### src/hw/rtl/mds_pkg.sv
// package: constants, types and helpers of the digit scan block
package mds_pkg;

  localparam int unsigned VALUE_W      = 16;
  localparam int unsigned MASK_W       = 40;
  localparam int unsigned SEG_W        = 8;
  localparam int unsigned DIGIT_W      = 4;
  localparam int unsigned DIGIT_MAX    = 9;
  localparam int unsigned PIN_OUT_W    = 12;
  localparam int unsigned CFG_IDX_W    = 3;
  localparam int unsigned CFG_DATA_W   = MASK_W;
  localparam int unsigned IN_DATA_W    = 8;
  localparam int unsigned OUT_DATA_W   = 16;
  localparam int unsigned RECIP_W      = VALUE_W + 2;
  localparam int unsigned PROD_W       = VALUE_W + RECIP_W;

  localparam int unsigned DIGIT_COUNT_DEF = 2;
  localparam int unsigned PIN_COUNT_DEF   = 12;

  // fixed pins touched by the dot overlays
  localparam int unsigned UPPER_DOT_PIN = 2;
  localparam int unsigned LOWER_DOT_PIN = 3;
  localparam int unsigned DOT_CLEAR_PIN = 4;

  typedef enum logic [CFG_IDX_W-1:0] {
    CFG_DISPLAY_ON   = 3'd0,
    CFG_SHOWN_VALUE  = 3'd1,
    CFG_UPPER_DOT_ON = 3'd2,
    CFG_LOWER_DOT_ON = 3'd3,
    CFG_MASKS_0_4    = 3'd4,
    CFG_MASKS_5_9    = 3'd5
  } mds_cfg_idx_t;

  typedef struct packed {
    logic                  display_on;
    logic                  upper_dot_on;
    logic                  lower_dot_on;
    logic [2*MASK_W-1:0]   masks;
  } mds_ctrl_t;

  function automatic longint unsigned pow10(input int unsigned n);
    longint unsigned acc;
    acc = 1;
    for (int unsigned k = 0; k < n; k++) begin
      acc = acc * 10;
    end
    return acc;
  endfunction

endpackage

### src/hw/rtl/mds_cfg_regs.sv
// configuration registers and decimal split of the shown value
module mds_cfg_regs
  import mds_pkg::*;
#(
  parameter int unsigned DIGIT_COUNT = DIGIT_COUNT_DEF
) (
  input  logic                                  clk,
  input  logic                                  rst_n,
  input  logic                                  cfg_we,
  input  logic [CFG_IDX_W-1:0]                  cfg_idx,
  input  logic [CFG_DATA_W-1:0]                 cfg_wdata,
  output mds_ctrl_t                             ctrl,
  output logic [DIGIT_COUNT-1:0][DIGIT_W-1:0]   digits,
  output logic [DIGIT_COUNT-1:0]                higher_nz
);

  logic                display_on_r;
  logic                upper_dot_r;
  logic                lower_dot_r;
  logic [MASK_W-1:0]   masks_lo_r;
  logic [MASK_W-1:0]   masks_hi_r;
  logic [DIGIT_COUNT:0][VALUE_W-1:0] quo_r;
  logic [DIGIT_COUNT:0][VALUE_W-1:0] quo_nxt;

  // value / 10^i by reciprocal multiply, exact over the whole 16-bit range
  for (genvar gi = 0; gi <= DIGIT_COUNT; gi++) begin : g_quo
    localparam longint unsigned DIV   = pow10(gi);
    localparam int unsigned     SH    = VALUE_W + $clog2(DIV);
    localparam longint unsigned RECIP = ((64'd1 << SH) + DIV - 1) / DIV;
    logic [PROD_W-1:0] prod;
    assign prod        = PROD_W'(cfg_wdata[VALUE_W-1:0]) * PROD_W'(RECIP);
    assign quo_nxt[gi] = VALUE_W'(prod >> SH);
  end

  always_ff @(posedge clk) begin
    if (!rst_n) begin
      display_on_r <= 1'b0;
      upper_dot_r  <= 1'b0;
      lower_dot_r  <= 1'b0;
      masks_lo_r   <= '0;
      masks_hi_r   <= '0;
      quo_r        <= '0;
    end else if (cfg_we) begin
      case (mds_cfg_idx_t'(cfg_idx))
        CFG_DISPLAY_ON:   display_on_r <= cfg_wdata[0];
        CFG_SHOWN_VALUE:  quo_r        <= quo_nxt;
        CFG_UPPER_DOT_ON: upper_dot_r  <= cfg_wdata[0];
        CFG_LOWER_DOT_ON: lower_dot_r  <= cfg_wdata[0];
        CFG_MASKS_0_4:    masks_lo_r   <= cfg_wdata[MASK_W-1:0];
        CFG_MASKS_5_9:    masks_hi_r   <= cfg_wdata[MASK_W-1:0];
        default: ;
      endcase
    end
  end

  // per position: digit = q[i] - 10*q[i+1]
  for (genvar gp = 0; gp < DIGIT_COUNT; gp++) begin : g_digit
    logic [VALUE_W-1:0] diff;
    assign diff          = quo_r[gp] - (quo_r[gp+1] << 3) - (quo_r[gp+1] << 1);
    assign digits[gp]    = diff[DIGIT_W-1:0];
    assign higher_nz[gp] = (quo_r[gp+1] != '0);
  end

  assign ctrl.display_on   = display_on_r;
  assign ctrl.upper_dot_on = upper_dot_r;
  assign ctrl.lower_dot_on = lower_dot_r;
  assign ctrl.masks        = {masks_hi_r, masks_lo_r};

endmodule

### src/hw/rtl/mds_scan_core.sv
// request register, pin pattern logic and result register
module mds_scan_core
  import mds_pkg::*;
#(
  parameter int unsigned DIGIT_COUNT = DIGIT_COUNT_DEF,
  parameter int unsigned PIN_COUNT   = PIN_COUNT_DEF
) (
  input  logic                                  clk,
  input  logic                                  rst_n,
  input  logic                                  in_valid,
  output logic                                  in_ready,
  input  logic                                  in_tick,
  output logic                                  out_valid,
  input  logic                                  out_ready,
  output logic [PIN_OUT_W-1:0]                  out_pins,
  output logic                                  out_pos,
  input  mds_ctrl_t                             ctrl,
  input  logic [DIGIT_COUNT-1:0][DIGIT_W-1:0]   digits,
  input  logic [DIGIT_COUNT-1:0]                higher_nz
);

  localparam int unsigned IDX_W = $clog2(DIGIT_COUNT);
  localparam logic [PIN_COUNT-1:0] BLANK = ~PIN_COUNT'((1 << DIGIT_COUNT) - 1);

  logic                 s1_valid_r;
  logic                 s1_tick_r;
  logic                 out_valid_r;
  logic [PIN_COUNT-1:0] pin_r;
  logic [PIN_COUNT-1:0] pin_nxt;
  logic [IDX_W-1:0]     idx_r;
  logic [IDX_W-1:0]     idx_nxt;
  logic                 out_free;
  logic                 advance;

  assign out_free = !out_valid_r || out_ready;
  assign advance  = s1_valid_r && out_free;
  assign in_ready = !s1_valid_r || out_free;

  always_comb begin
    logic [IDX_W-1:0]     nidx;
    logic [DIGIT_W-1:0]   dig;
    logic [SEG_W-1:0]     seg;
    logic [PIN_COUNT-1:0] pat;
    logic                 show;
    nidx    = (idx_r == IDX_W'(DIGIT_COUNT - 1)) ? '0 : idx_r + 1'b1;
    dig     = digits[nidx];
    show    = (dig != '0) || (nidx == '0) || higher_nz[nidx];
    seg     = (dig <= DIGIT_W'(DIGIT_MAX)) ? ctrl.masks[{dig, 3'b000} +: SEG_W] : '0;
    pat     = '0;
    pin_nxt = pin_r;
    idx_nxt = idx_r;
    if (s1_tick_r) begin
      if (!ctrl.display_on) begin
        pin_nxt = BLANK;
      end else begin
        idx_nxt = nidx;
        // mask bit b drives pin PIN_COUNT-1-b
        for (int j = 0; j < PIN_COUNT; j++) begin
          if (PIN_COUNT - 1 - j < SEG_W) begin
            pat[j] = seg[3'(PIN_COUNT - 1 - j)];
          end
        end
        for (int j = 0; j < DIGIT_COUNT; j++) begin
          if (nidx == IDX_W'(DIGIT_COUNT - 1 - j)) begin
            pat[j] = 1'b1;
          end
        end
        pin_nxt = show ? pat : BLANK;
        if (nidx == IDX_W'(1) && ctrl.upper_dot_on) begin
          pin_nxt[UPPER_DOT_PIN] = 1'b1;
          pin_nxt[DOT_CLEAR_PIN] = 1'b0;
        end
        if (nidx == '0 && ctrl.lower_dot_on) begin
          pin_nxt[LOWER_DOT_PIN] = 1'b1;
          pin_nxt[DOT_CLEAR_PIN] = 1'b0;
        end
      end
    end
  end

  always_ff @(posedge clk) begin
    if (!rst_n) begin
      s1_valid_r  <= 1'b0;
      out_valid_r <= 1'b0;
      pin_r       <= BLANK;
      idx_r       <= '0;
    end else begin
      if (in_valid && in_ready) begin
        s1_valid_r <= 1'b1;
      end else if (advance) begin
        s1_valid_r <= 1'b0;
      end
      if (advance) begin
        out_valid_r <= 1'b1;
        pin_r       <= pin_nxt;
        idx_r       <= idx_nxt;
      end else if (out_ready) begin
        out_valid_r <= 1'b0;
      end
    end
  end

  always_ff @(posedge clk) begin
    if (in_valid && in_ready) begin
      s1_tick_r <= in_tick;
    end
  end

  for (genvar gj = 0; gj < PIN_OUT_W; gj++) begin : g_pins
    if (gj < PIN_COUNT) begin : g_drv
      assign out_pins[gj] = pin_r[gj];
    end else begin : g_pad
      assign out_pins[gj] = 1'b0;
    end
  end

  assign out_valid = out_valid_r;
  assign out_pos   = idx_r[0];

endmodule

### src/hw/rtl/multiplexed_digit_scan.sv
// top level of the multiplexed decimal digit scanner
//
// drives a multiplexed numeric led display, one scan position per refresh tick
// channels:
//   in_*   : one request per refresh, in_tdata[0] = tick (0 only repeats the pins)
//   out_*  : one result per request: pin levels and the scan position now shown
//   cfg_*  : register writes, taken at any edge with cfg_we high, no read-back
// a request is taken when tvalid and tready are both high
// a taken request is held in the request register and moves on into the result
//   register once the output is free (request reg, result reg)
// throughput: one request per cycle while the output takes results; the pattern
//   logic between the two registers is a digit select, a byte mux and a few pin overrides
// writing shown_value splits it into decimal quotients in the same cycle
//   (one reciprocal multiply per quotient), so the next request sees it
// reset (rst_n low, synchronous): scan position 0, pins at the blanking
//   pattern, configuration registers zero, no result pending
// when out_tready is low the result holds, the request register still takes
//   one more request, and in_tready drops only once both are full
module multiplexed_digit_scan
  import mds_pkg::*;
#(
  parameter int unsigned DIGIT_COUNT = DIGIT_COUNT_DEF,
  parameter int unsigned PIN_COUNT   = PIN_COUNT_DEF
) (
  input  logic                  clk,
  input  logic                  rst_n,
  input  logic                  in_tvalid,
  output logic                  in_tready,
  input  logic [IN_DATA_W-1:0]  in_tdata,   // [0] tick, [7:1] zero
  output logic                  out_tvalid,
  input  logic                  out_tready,
  output logic [OUT_DATA_W-1:0] out_tdata,  // [11:0] pin_levels, [12] scan_position, [15:13] zero
  input  logic                  cfg_we,
  input  logic [CFG_IDX_W-1:0]  cfg_idx,
  input  logic [CFG_DATA_W-1:0] cfg_wdata
);

  mds_ctrl_t                           ctrl;
  logic [DIGIT_COUNT-1:0][DIGIT_W-1:0] digits;
  logic [DIGIT_COUNT-1:0]              higher_nz;
  logic [PIN_OUT_W-1:0]                pins;
  logic                                pos;

  // register file plus per-position digit split
  mds_cfg_regs #(
    .DIGIT_COUNT (DIGIT_COUNT)
  ) u_cfg (
    .clk       (clk),
    .rst_n     (rst_n),
    .cfg_we    (cfg_we),
    .cfg_idx   (cfg_idx),
    .cfg_wdata (cfg_wdata),
    .ctrl      (ctrl),
    .digits    (digits),
    .higher_nz (higher_nz)
  );

  // scan state, pattern logic and the two pipeline registers
  mds_scan_core #(
    .DIGIT_COUNT (DIGIT_COUNT),
    .PIN_COUNT   (PIN_COUNT)
  ) u_core (
    .clk       (clk),
    .rst_n     (rst_n),
    .in_valid  (in_tvalid),
    .in_ready  (in_tready),
    .in_tick   (in_tdata[0]),
    .out_valid (out_tvalid),
    .out_ready (out_tready),
    .out_pins  (pins),
    .out_pos   (pos),
    .ctrl      (ctrl),
    .digits    (digits),
    .higher_nz (higher_nz)
  );

  // pack the result fields, lowest field first
  assign out_tdata = {(OUT_DATA_W - PIN_OUT_W - 1)'(0), pos, pins};

endmodule

### config.mk
export PLATFORM = sky130hd
export DESIGN_NAME = multiplexed_digit_scan
export DESIGN_NICKNAME = d
export VERILOG_FILES = /design/src/hw/rtl/mds_pkg.sv /design/src/hw/rtl/mds_cfg_regs.sv /design/src/hw/rtl/mds_scan_core.sv /design/src/hw/rtl/multiplexed_digit_scan.sv
export SDC_FILE = /design/constraint.sdc
export NUM_CORES = 1
export LEC_CHECK = 0
export ABC_AREA = 1
export ABC_CLOCK_PERIOD_IN_PS = 16260
export BUFFER_PORTS_ARGS = -buffer_cell sky130_fd_sc_hd__buf_2
export CAP_MARGIN = 20
export CORE_MARGIN = 2
export CORE_UTILIZATION = 44
export CTS_BUF_LIST = sky130_fd_sc_hd__clkbuf_2
export CTS_CLUSTER_DIAMETER = 40
export DETAILED_ROUTE_END_ITERATION = 10
export GPL_ROUTABILITY_DRIVEN = 0
export GPL_TIMING_DRIVEN = 1
export PLACE_DENSITY_LB_ADDON = 0.08
export SYNTH_ARGS = -nofsm -noshare
export SYNTH_HDL_FRONTEND = slang
export SYNTH_SLANG_ARGS = --single-unit
### constraint.sdc
create_clock -name clk -period 16.26 [get_ports clk]
set_input_delay 2.439 -clock clk [delete_from_list [all_inputs] [get_ports clk]]
set_output_delay 2.439 -clock clk [all_outputs]
set_load 0.02 [all_outputs]
==> impl_results.md, run 1 <==
* Outcome: completed
* Reg2Reg Depth at 14
* Final net count at approximately 2,400
* Top-count cell post-synth: inv_1
* Hold EP: u_cfg.lower_dot_r$_SDFFE_PN0P_
* Critical Path RT at around 17 ns
* Int Pwr at roughly 1.2 mW
* Relative slew slack at 0.389
* FF+latch count, synth at around 120
* Drt drc at 0
* Gate Count Post-Synth at roughly 1,900
* Cell Chain, Critical Path: buf_2, inv_1, ha_1, inv_1, fa_1, fa_1, inv_1, fa_1, fa_1, fa_1, inv_1, ha_1, a21oi_1, o21ai_0, nand2_1, nand2_1, inv_1, nand3_1, nand2_1, nand2_1, o21ai_0, inv_1
* Tightest Pin Transition at 0.917 ns
* Max-slew violations at 0
* Largest delay share family, worst path: adder cells
* Psw at around 1.6 mW
* VDD IR max at about 180 µV
* Vias per cell at 4.86
* Fin Clk Skew at 0.0443 ns
* Leak pwr at 8.30 nW
* Routed len/inst at about 16 µm
* Synth cell count leaders: inv_1 (439), nand2_1 (317), ha_1 (224)
* Number of enable flip-flop cells after synthesis at 1
* Fin util at 0.475
* Count of cell types in the netlist at between 40 and 50
* Largest fanout on the critical path at 10
* Crit path capture type: flip-flop
* DIE AREA at 0.0342 mm²
* Yosys top cell area share at 0.235
* Final wirelength at between 30,000 and 40,000 µm
* I/O Pins at 74
* Post-Syn Area at 0.0144 mm²
* Num CTS Buffers at 17
* Tot GR Track Use at 0.235
* Clk buf depth at 2
* Clk slew on worst S/H paths at between 0.15 and 0.2 ns
* Core Area at roughly 0.032 mm²
* Tot Pwr at roughly 2.9 mW
* R2R Path End: u_core.out_pins[11]$_SDFFE_PN1P_
* Pin count of the biggest net entering global routing at approximately 100
* Prevailing post-synth register cell: dfxtp_1
* Postcts setup bufs at 0
* Pwr/cell area at 186 mW/mm²
* Post-synthesis sequential area ratio at 0.163
* FILL cells at around 3,400
* Kind of critical path: in2reg
* Row count at 66
* Depth of the worst hold-timing path at 2
* Yosys warning count at 0
* Worst setup margin at between 9 and 10 ns
* DP HPWL at slightly above 30,000 µm
* Setup WS pre-CTS at 8.27 ns
* Hold Startpoint: u_cfg.lower_dot_r$_SDFFE_PN0P_
* Buf/Inv on CP at 7
* Antenna violations before repair at 2
* CTS sink cnt at about 120
* DR iter-0 viols at 520
* Die width at 185 µm
* Share of cells above drive strength 1 at 0.0653
* Final hold viol count at 0
* Die Ht at between 150 and 200 µm
* CP Launch Type: input pin
* Fmax at 0.139 GHz
* Initial core utilization at 0.446
* Sw frac at 0.571
* Clock latency on the worst-skew pair at roughly 0.70 ns
* Setup violators final at 0
* Slowest cell on crit path: fa_1
* Final ANT Viol Nets at 0
* Flop2flop setup slack at between 10 and 15 ns
* Max-Cap Viols at 0
* Worst Path Arrival at 7.77 ns
* Hold-fix buffers, CTS at 0
* Ranking of synthesized cells by area: fa_1 (23%), ha_1 (19%), dfxtp_1 (16%)
* First-pass GRT wire length at about 62,000 µm
* Port Buf Inserts at between 60 and 70
* Final critical-path share of the clock period at 0.442
* Critical R2R Launch: u_cfg.quo_r[16]$_SDFFE_PN0P_
* Post-CTS sizing at 0
* P&R area growth vs syn at 6.64%
* DRT Pass-1 Iters at 5
* Synthesized area per cell at 7.64 µm²
* Crit path top cell by count: inv_1
* Overflow after GRT at 0
* Ys async rst share at 0
* CTS root buf: clkbuf_2
* Slowest Stage Delay on Critical Path at 0.55 ns
* Comb power frac at 0.826
* RSZ-0062 raised after global routing: no
* CTS tree: built
* Final Critical Period at around 7.2 ns
* Via Count at between 10,000 and 15,000
* Synth area leader: fa_1
* Clk network pwr share at 0.069
* Total negative slack at 0 ns
* Vias in the first global route at roughly 12,000
* Register share of total power at 0.106
* Hold Path Class: reg2reg
* H-tree levels at 4
-- placed cells by master, fill, tap and decap left out, types with 3 or more instances in the layout --
| cell type | count |
|---|---|
| a21o_1 | 6 |
| o21bai_1 | 6 |
| nor2_2 | 3 |
| buf_4 | 9 |
| nand3_1 | 115 |
| or2_2 | 10 |
| nand3b_1 | 4 |
| nor3_1 | 13 |
| buf_2 | 63 |
| inv_1 | 439 |
| ha_1 | 224 |
| or2_1 | 3 |
| nand2_1 | 317 |
| clkinv_2 | 5 |
| inv_6 | 3 |
| fa_1 | 169 |
| o21ai_0 | 114 |
| dfxtp_1 | 116 |
| a21oi_1 | 112 |
| nor2_1 | 156 |
| clkbuf_2 | 17 |
| xnor2_1 | 3 |
| o211ai_1 | 3 |
| clkinv_4 | 5 |
| conb_1 | 3 |
-- kinds of logic (layout without fill, tap and decap cells) --
family,after synthesis,in the layout,share of synthesized area
buffers and inverters,493,548,0.132
AOI/OAI and AO/OA,250,250,0.0919
and+or+nand+nor,632,632,0.182
other,1,4,0.000260
DFF,117,117,0.163
adders and majority gates,393,393,0.429
xor gates and xnor gates,3,3,0.00182
-- state kept, by name (all words and copies together) (netlist names) --
register,count
u_core.out_pos,1
u_core.out_valid,1
u_cfg.quo_r,18
u_cfg.masks_hi_r,40
u_cfg.upper_dot_r,1
u_core.out_pins,12
u_cfg.display_on_r,1
u_core.s1_tick_r,1
u_cfg.lower_dot_r,1
u_core.s1_valid_r,1
u_cfg.masks_lo_r,40
-- worst max path at each step --
| stage | startpoint | end | depth (start not counted) |
|---|---|---|---|
| 6_report | cfg_wdata[5] | u_cfg.quo_r[19]$_SDFFE_PN0P_ | 22 |
| 5_1_grt | cfg_wdata[5] | u_cfg.quo_r[19]$_SDFFE_PN0P_ | 22 |
| 4_1_cts | cfg_wdata[5] | u_cfg.quo_r[19]$_SDFFE_PN0P_ | 22 |
| 3_5_place_dp | cfg_wdata[5] | u_cfg.quo_r[19]$_SDFFE_PN0P_ | 22 |
| 3_3_place_gp | cfg_wdata[5] | u_cfg.quo_r[19]$_SDFFE_PN0P_ | 22 |
| 2_1_floorplan | cfg_wdata[4] | u_cfg.quo_r[40]$_SDFFE_PN0P_ | 22 |
-- power by group through the flow --
stage	Sequential [mW]	Clock [mW]	Combinational [mW]
after global placement	0.308	0	2.35
final	0.303	0.196	2.36
after detailed placement	0.308	0	2.35
after floorplan	0.307	0	1.76
after CTS	0.303	0.202	2.38
after global routing	0.304	0.217	2.78
-- tightest hold or removal path, cell delays in order (launching register included) --
cell     delay, ns
dfxtp_1       0.34
inv_1         0.05
a21oi_1       0.05
-- area by class of cell --
cell class,count,area (µm²),share of cell area
multi-input cells,1281,10200,0.662
diodes,1,2.50,0.000163
inverters,444,1670,0.109
repair buffers,72,383,0.0249
clock buffers,17,85.1,0.00553
well taps,442,553,0.0360
clock inverters,15,155,0.0101
flip-flops and latches,117,2350,0.153
-- through the flow --
| stage | hold WS (ns) | cell area (µm²) | instances |
|---|---|---|---|
| after floorplan | 0.424 | 14400 | 1891 |
| after global placement | 0.439 | 15100 | 2356 |
| after detailed placement | 0.438 | 15100 | 2356 |
| after CTS | 0.460 | 15400 | 2388 |
| after global routing | 0.492 | 15400 | 2389 |
| final | 0.458 | 15400 | 2389 |
-- per-layer routing --
layer / track usage / wire, µm / vias to the layer above
met2: 0.385 / 17400 / 170
met3: 0.0293 / 1260 / 26
met4: 0.0397 / 471 / 0
li1: - / - / 5918
met5: 0 / 0 / -
met1: 0.338 / 18700 / 5508
Note: power is estimated with default switching activity, not from simulation.
==> inputs of run 2 (changes only) <==
--- a/config.mk
+++ b/config.mk
@@ -5,8 +5,8 @@
 export SDC_FILE = /design/constraint.sdc
 export NUM_CORES = 1
 export LEC_CHECK = 0
-export ABC_AREA = 1
-export ABC_CLOCK_PERIOD_IN_PS = 16260
+export ABC_AREA = 0
+export ABC_CLOCK_PERIOD_IN_PS = 7100
 export BUFFER_PORTS_ARGS = -buffer_cell sky130_fd_sc_hd__buf_2
 export CAP_MARGIN = 20
 export CORE_MARGIN = 2
==> constraint.sdc (replaced) <==
create_clock -name clk -period 7.1 [get_ports clk]
set_input_delay 1.065 -clock clk [delete_from_list [all_inputs] [get_ports clk]]
set_output_delay 1.065 -clock clk [all_outputs]
set_load 0.02 [all_outputs]
==> impl_results.md, run 2 <==
* Relative slew slack at 0.260 (was 0.389)
* Clk network pwr share at 0.096 (was 0.069)
* First-pass GRT wire length at 56,400 µm (was 62,000 µm)
* DP HPWL at 27,400 µm (was 30,600 µm)
* Sw frac at 0.509 (was 0.571)
* Synth cell count leaders: inv_1 (292), nand2_1 (288), ha_1 (224) (was inv_1 (439), nand2_1 (317), ha_1 (224))
* Int Pwr at 2.54 mW (was 1.23 mW)
* DR iter-0 viols at 499 (was 520)
* Prevailing post-synth register cell: dfxtp_1 (unchanged)
* Buf/Inv on CP at 5 (was 7)
* CTS sink cnt at 117 (unchanged)
* Critical Path RT at 7.67 ns (was 16.84 ns)
* Met2 usage at 0.377 (was 0.385)
* Clk buf depth at 2 (unchanged)
* Die Ht at 176 µm (was 185 µm)
* Register share of total power at 0.136 (was 0.106)
* CP Launch Point: cfg_wdata[4] (was cfg_wdata[5])
* Synth area leader: fa_1 (unchanged)
* Fmax at 0.162 GHz
* Outcome: completed (unchanged)
* Drt drc at 0 (unchanged)
* Port Buf Inserts at 63 (unchanged)
* Commonest non-fill, non-tap cells in the layout: inv_1 (291), nand2_1 (288), ha_1 (224), fa_1 (169), a21oi_1 (126) (was inv_1 (439), nand2_1 (317), ha_1 (224), fa_1 (169), nor2_1 (156))
* Ys async rst share at 0 (unchanged)
* Hold Path Class: reg2reg (unchanged)
* Worst Path Arrival at 6.73 ns (was 7.77 ns)
* Slowest Stage Delay on Critical Path at 0.55 ns (about the same)
* Cells after DPL at 1,941 (was 2,356)
* Crit path top cell by count: fa_1 (was inv_1)
* Yosys warning count at 0 (unchanged)
* Routed len/inst at 17.4 µm (was 15.8 µm)
* Row count at 63 (was 66)
* Initial core utilization at 0.444 (was 0.446)
* Leak pwr at 6.88 nW (was 8.30 nW)
* M1 GR Usage at 0.345 (was 0.338)
* FILL cells at 2,911 (was 3,358)
* DIE AREA at 0.0310 mm² (was 0.0342 mm²)
* CTS tree: built (unchanged)
* RSZ-0062 raised after global routing: no (unchanged)
* Fin util at 0.484 (was 0.475)
* Critical R2R Launch: u_cfg.quo_r[16]$_SDFFE_PN0P_ (unchanged)
* Die width at 176 µm (was 185 µm)
* Psw at 2.64 mW (was 1.63 mW)
* Pwr/cell area at 364 mW/mm² (was 186 mW/mm²)
* Comb power frac at 0.767 (was 0.826)
* Final wirelength at 34,400 µm (was 37,800 µm)
* Crit path capture type: flip-flop (unchanged)
* Yosys top cell area share at 0.259 (was 0.235)
* Count of cell types in the netlist at 56 (was 44)
* P&R area growth vs syn at 9.07% (was 6.64%)
* Post-CTS sizing at 0 (unchanged)
* Tightest Pin Transition at 1.11 ns (was 0.917 ns)
* Number of enable flip-flop cells after synthesis at 1 (unchanged)
* Final critical-path share of the clock period at 0.867
* CP Launch Type: input pin (unchanged)
* Synthesized area per cell at 8.70 µm² (was 7.64 µm²)
* Final hold viol count at 0 (unchanged)
* Gate Count Post-Synth at 1,500 (was 1,889)
* Max-Cap Viols at 0 (unchanged)
* Largest delay share family, worst path: adder cells (unchanged)
* Top-count cell post-synth: inv_1 (unchanged)
* Antenna violations before repair at 2 (unchanged)
* Multi-input gate area at 0.00938 mm² (was 0.0102 mm²)
* Tot GR Track Use at 0.237 (was 0.235)
* Vias in the first global route at 10,200 (was 11,600)
* Kind of critical path: in2reg (unchanged)
* Clock latency on the worst-skew pair at 0.70 ns (about the same)
* Hold Startpoint: u_cfg.masks_lo_r[6]$_SDFFE_PN0P_ (was u_cfg.lower_dot_r$_SDFFE_PN0P_)
* Ranking of synthesized cells by area: fa_1 (26%), ha_1 (21%), dfxtp_1 (18%) (was fa_1 (23%), ha_1 (19%), dfxtp_1 (16%))
* DRT Pass-1 Iters at 4 (was 5)
* FF+latch count, synth at 117 (unchanged)
* Met3 usage in global routing at 0.0390 (was 0.0293)
* CTS root buf: clkbuf_2 (unchanged)
* Most Crowded Layer GR: met2 (unchanged)
* Hold slack at 0.468 ns (was 0.458 ns)
* Overflow after GRT at 0 (unchanged)
* Slowest cell on crit path: fa_1 (unchanged)
* Post-synthesis sequential area ratio at 0.180 (was 0.163)
* Biggest registers after layout: u_cfg.masks_hi_r (40), u_cfg.masks_lo_r (40), u_cfg.quo_r (18) (unchanged)
* Leading cell type in the layout, fill and taps excluded: inv_1 (unchanged)
* Max-slew violations at 0 (unchanged)
* Clk slew on worst S/H paths at 0.20 ns (was 0.19 ns)
* Final Critical Period at just over 6 ns
* Reg area at 0.00235 mm² (unchanged)
* Total negative slack at 0 ns (unchanged)
* Final net count at 2,019 (was 2,382)
* Pin count of the biggest net entering global routing at 51 (was 102)
* Post-Syn Area at 0.0130 mm² (was 0.0144 mm²)
* Via Count at 9,923 (was 11,600)
* Share of cells above drive strength 1 at 0.0979 (was 0.0653)
* VDD IR max at 461 µV (was 182 µV)
* Hold-fix buffers, CTS at 0 (unchanged)
* Post-Layout Cell Count at 1,974 (was 2,389)
* Core Area at 0.0294 mm² (was 0.0324 mm²)
* Largest fanout on the critical path at 4 (was 10)
* Setup violators final at 0 (unchanged)
* Num CTS Buffers at 17 (unchanged)
* Postcts setup bufs at 0 (unchanged)
* Final ANT Viol Nets at 0 (unchanged)
* Cell Chain, Critical Path: buf_2, fa_1, inv_1, fa_1, inv_1, fa_1, fa_1, fa_1, inv_1, fa_1, inv_1, ha_1, a21oi_1, o21ai_1, a2111oi_2, o21ai_1, nor3_2, nor3b_2, o21a_1, o31ai_1, a31oi_1 (was buf_2, inv_1, ha_1, inv_1, fa_1, fa_1, inv_1, fa_1, fa_1, fa_1, inv_1, ha_1, a21oi_1, o21ai_0, nand2_1, nand2_1, inv_1, nand3_1, nand2_1, nand2_1, o21ai_0, inv_1)
* Vias per cell at 5.03 (was 4.86)
* I/O Pins at 74 (unchanged)
* Fin Clk Skew at 0.0583 ns (was 0.0443 ns)
* H-tree levels at 4 (unchanged)
==> run 2: worst paths after layout <==
path	to	slack, ns	cells after the start
hold / removal	u_cfg.masks_lo_r[6]$_SDFFE_PN0P_	0.47	2
setup reg to reg	u_core.out_pins[4]$_SDFFE_PN1P_	3.84	10
hold reg to reg	u_cfg.masks_lo_r[6]$_SDFFE_PN0P_	0.47	2
setup / recovery	u_cfg.quo_r[38]$_SDFFE_PN0P_	0.94	21
==> run 2: through the flow <==
stage	instance area [µm²]	setup slack, ns	power [mW]
CTS	14200	0.981	5.25
global route	14200	0.781	5.92
finish	14200	0.942	5.18
floorplan	13100	0.922	3.73
detailed placement	14000	0.268	4.70
global placement	13900	0.226	4.68
==> run 2: per-layer routing <==
metal  vias to the layer above  wire (µm)
li1                       4904          -
met1                      4802      17000
met2                       189      15500
met3                        26       1520
met4                         2        381
met5                         -         13
==> run 2: layout make-up <==
type / instances / share of cell area
antenna: 1 / 0.000176
timing repair buffer: 105 / 0.0452
sequential: 117 / 0.165
multi-input combinational: 1036 / 0.659
tap: 390 / 0.0343
clock buffer: 18 / 0.00633
clock inverter: 14 / 0.0124
inverter: 293 / 0.0773
==> run 2: worst reg2reg max path, delay by kind of cell (launching register included) <==
family,cells,cell delay [ns]
simple gates,2,0.31
fa+ha+maj,1,0.32
mux,1,0.80
xor+xnor,1,0.27
compound gates,4,0.94
flops,1,0.49
buf+inv,1,0.11
==> run 2: kinds of logic after synthesis <==
family,after synthesis,share of synthesized area
XOR/XNOR,16,0.0107
other,1,0.000287
AND/OR/NAND/NOR,415,0.135
adder cells (fa/ha/maj),393,0.474
buffers and inverters,349,0.103
AO/OA/AOI/OAI,203,0.0925
multiplexers,6,0.00480
flip-flops,117,0.180
==> run 2: power groups by stage <==
stage                     Combinational (mW)  Clock (mW)  Sequential (mW)
after CTS                               4.04       0.511            0.705
after detailed placement                3.98           0            0.719
after floorplan                         3.02           0            0.711
after global placement                  3.96           0            0.719
after global routing                    4.67       0.542            0.709
final                                   3.97       0.499            0.705
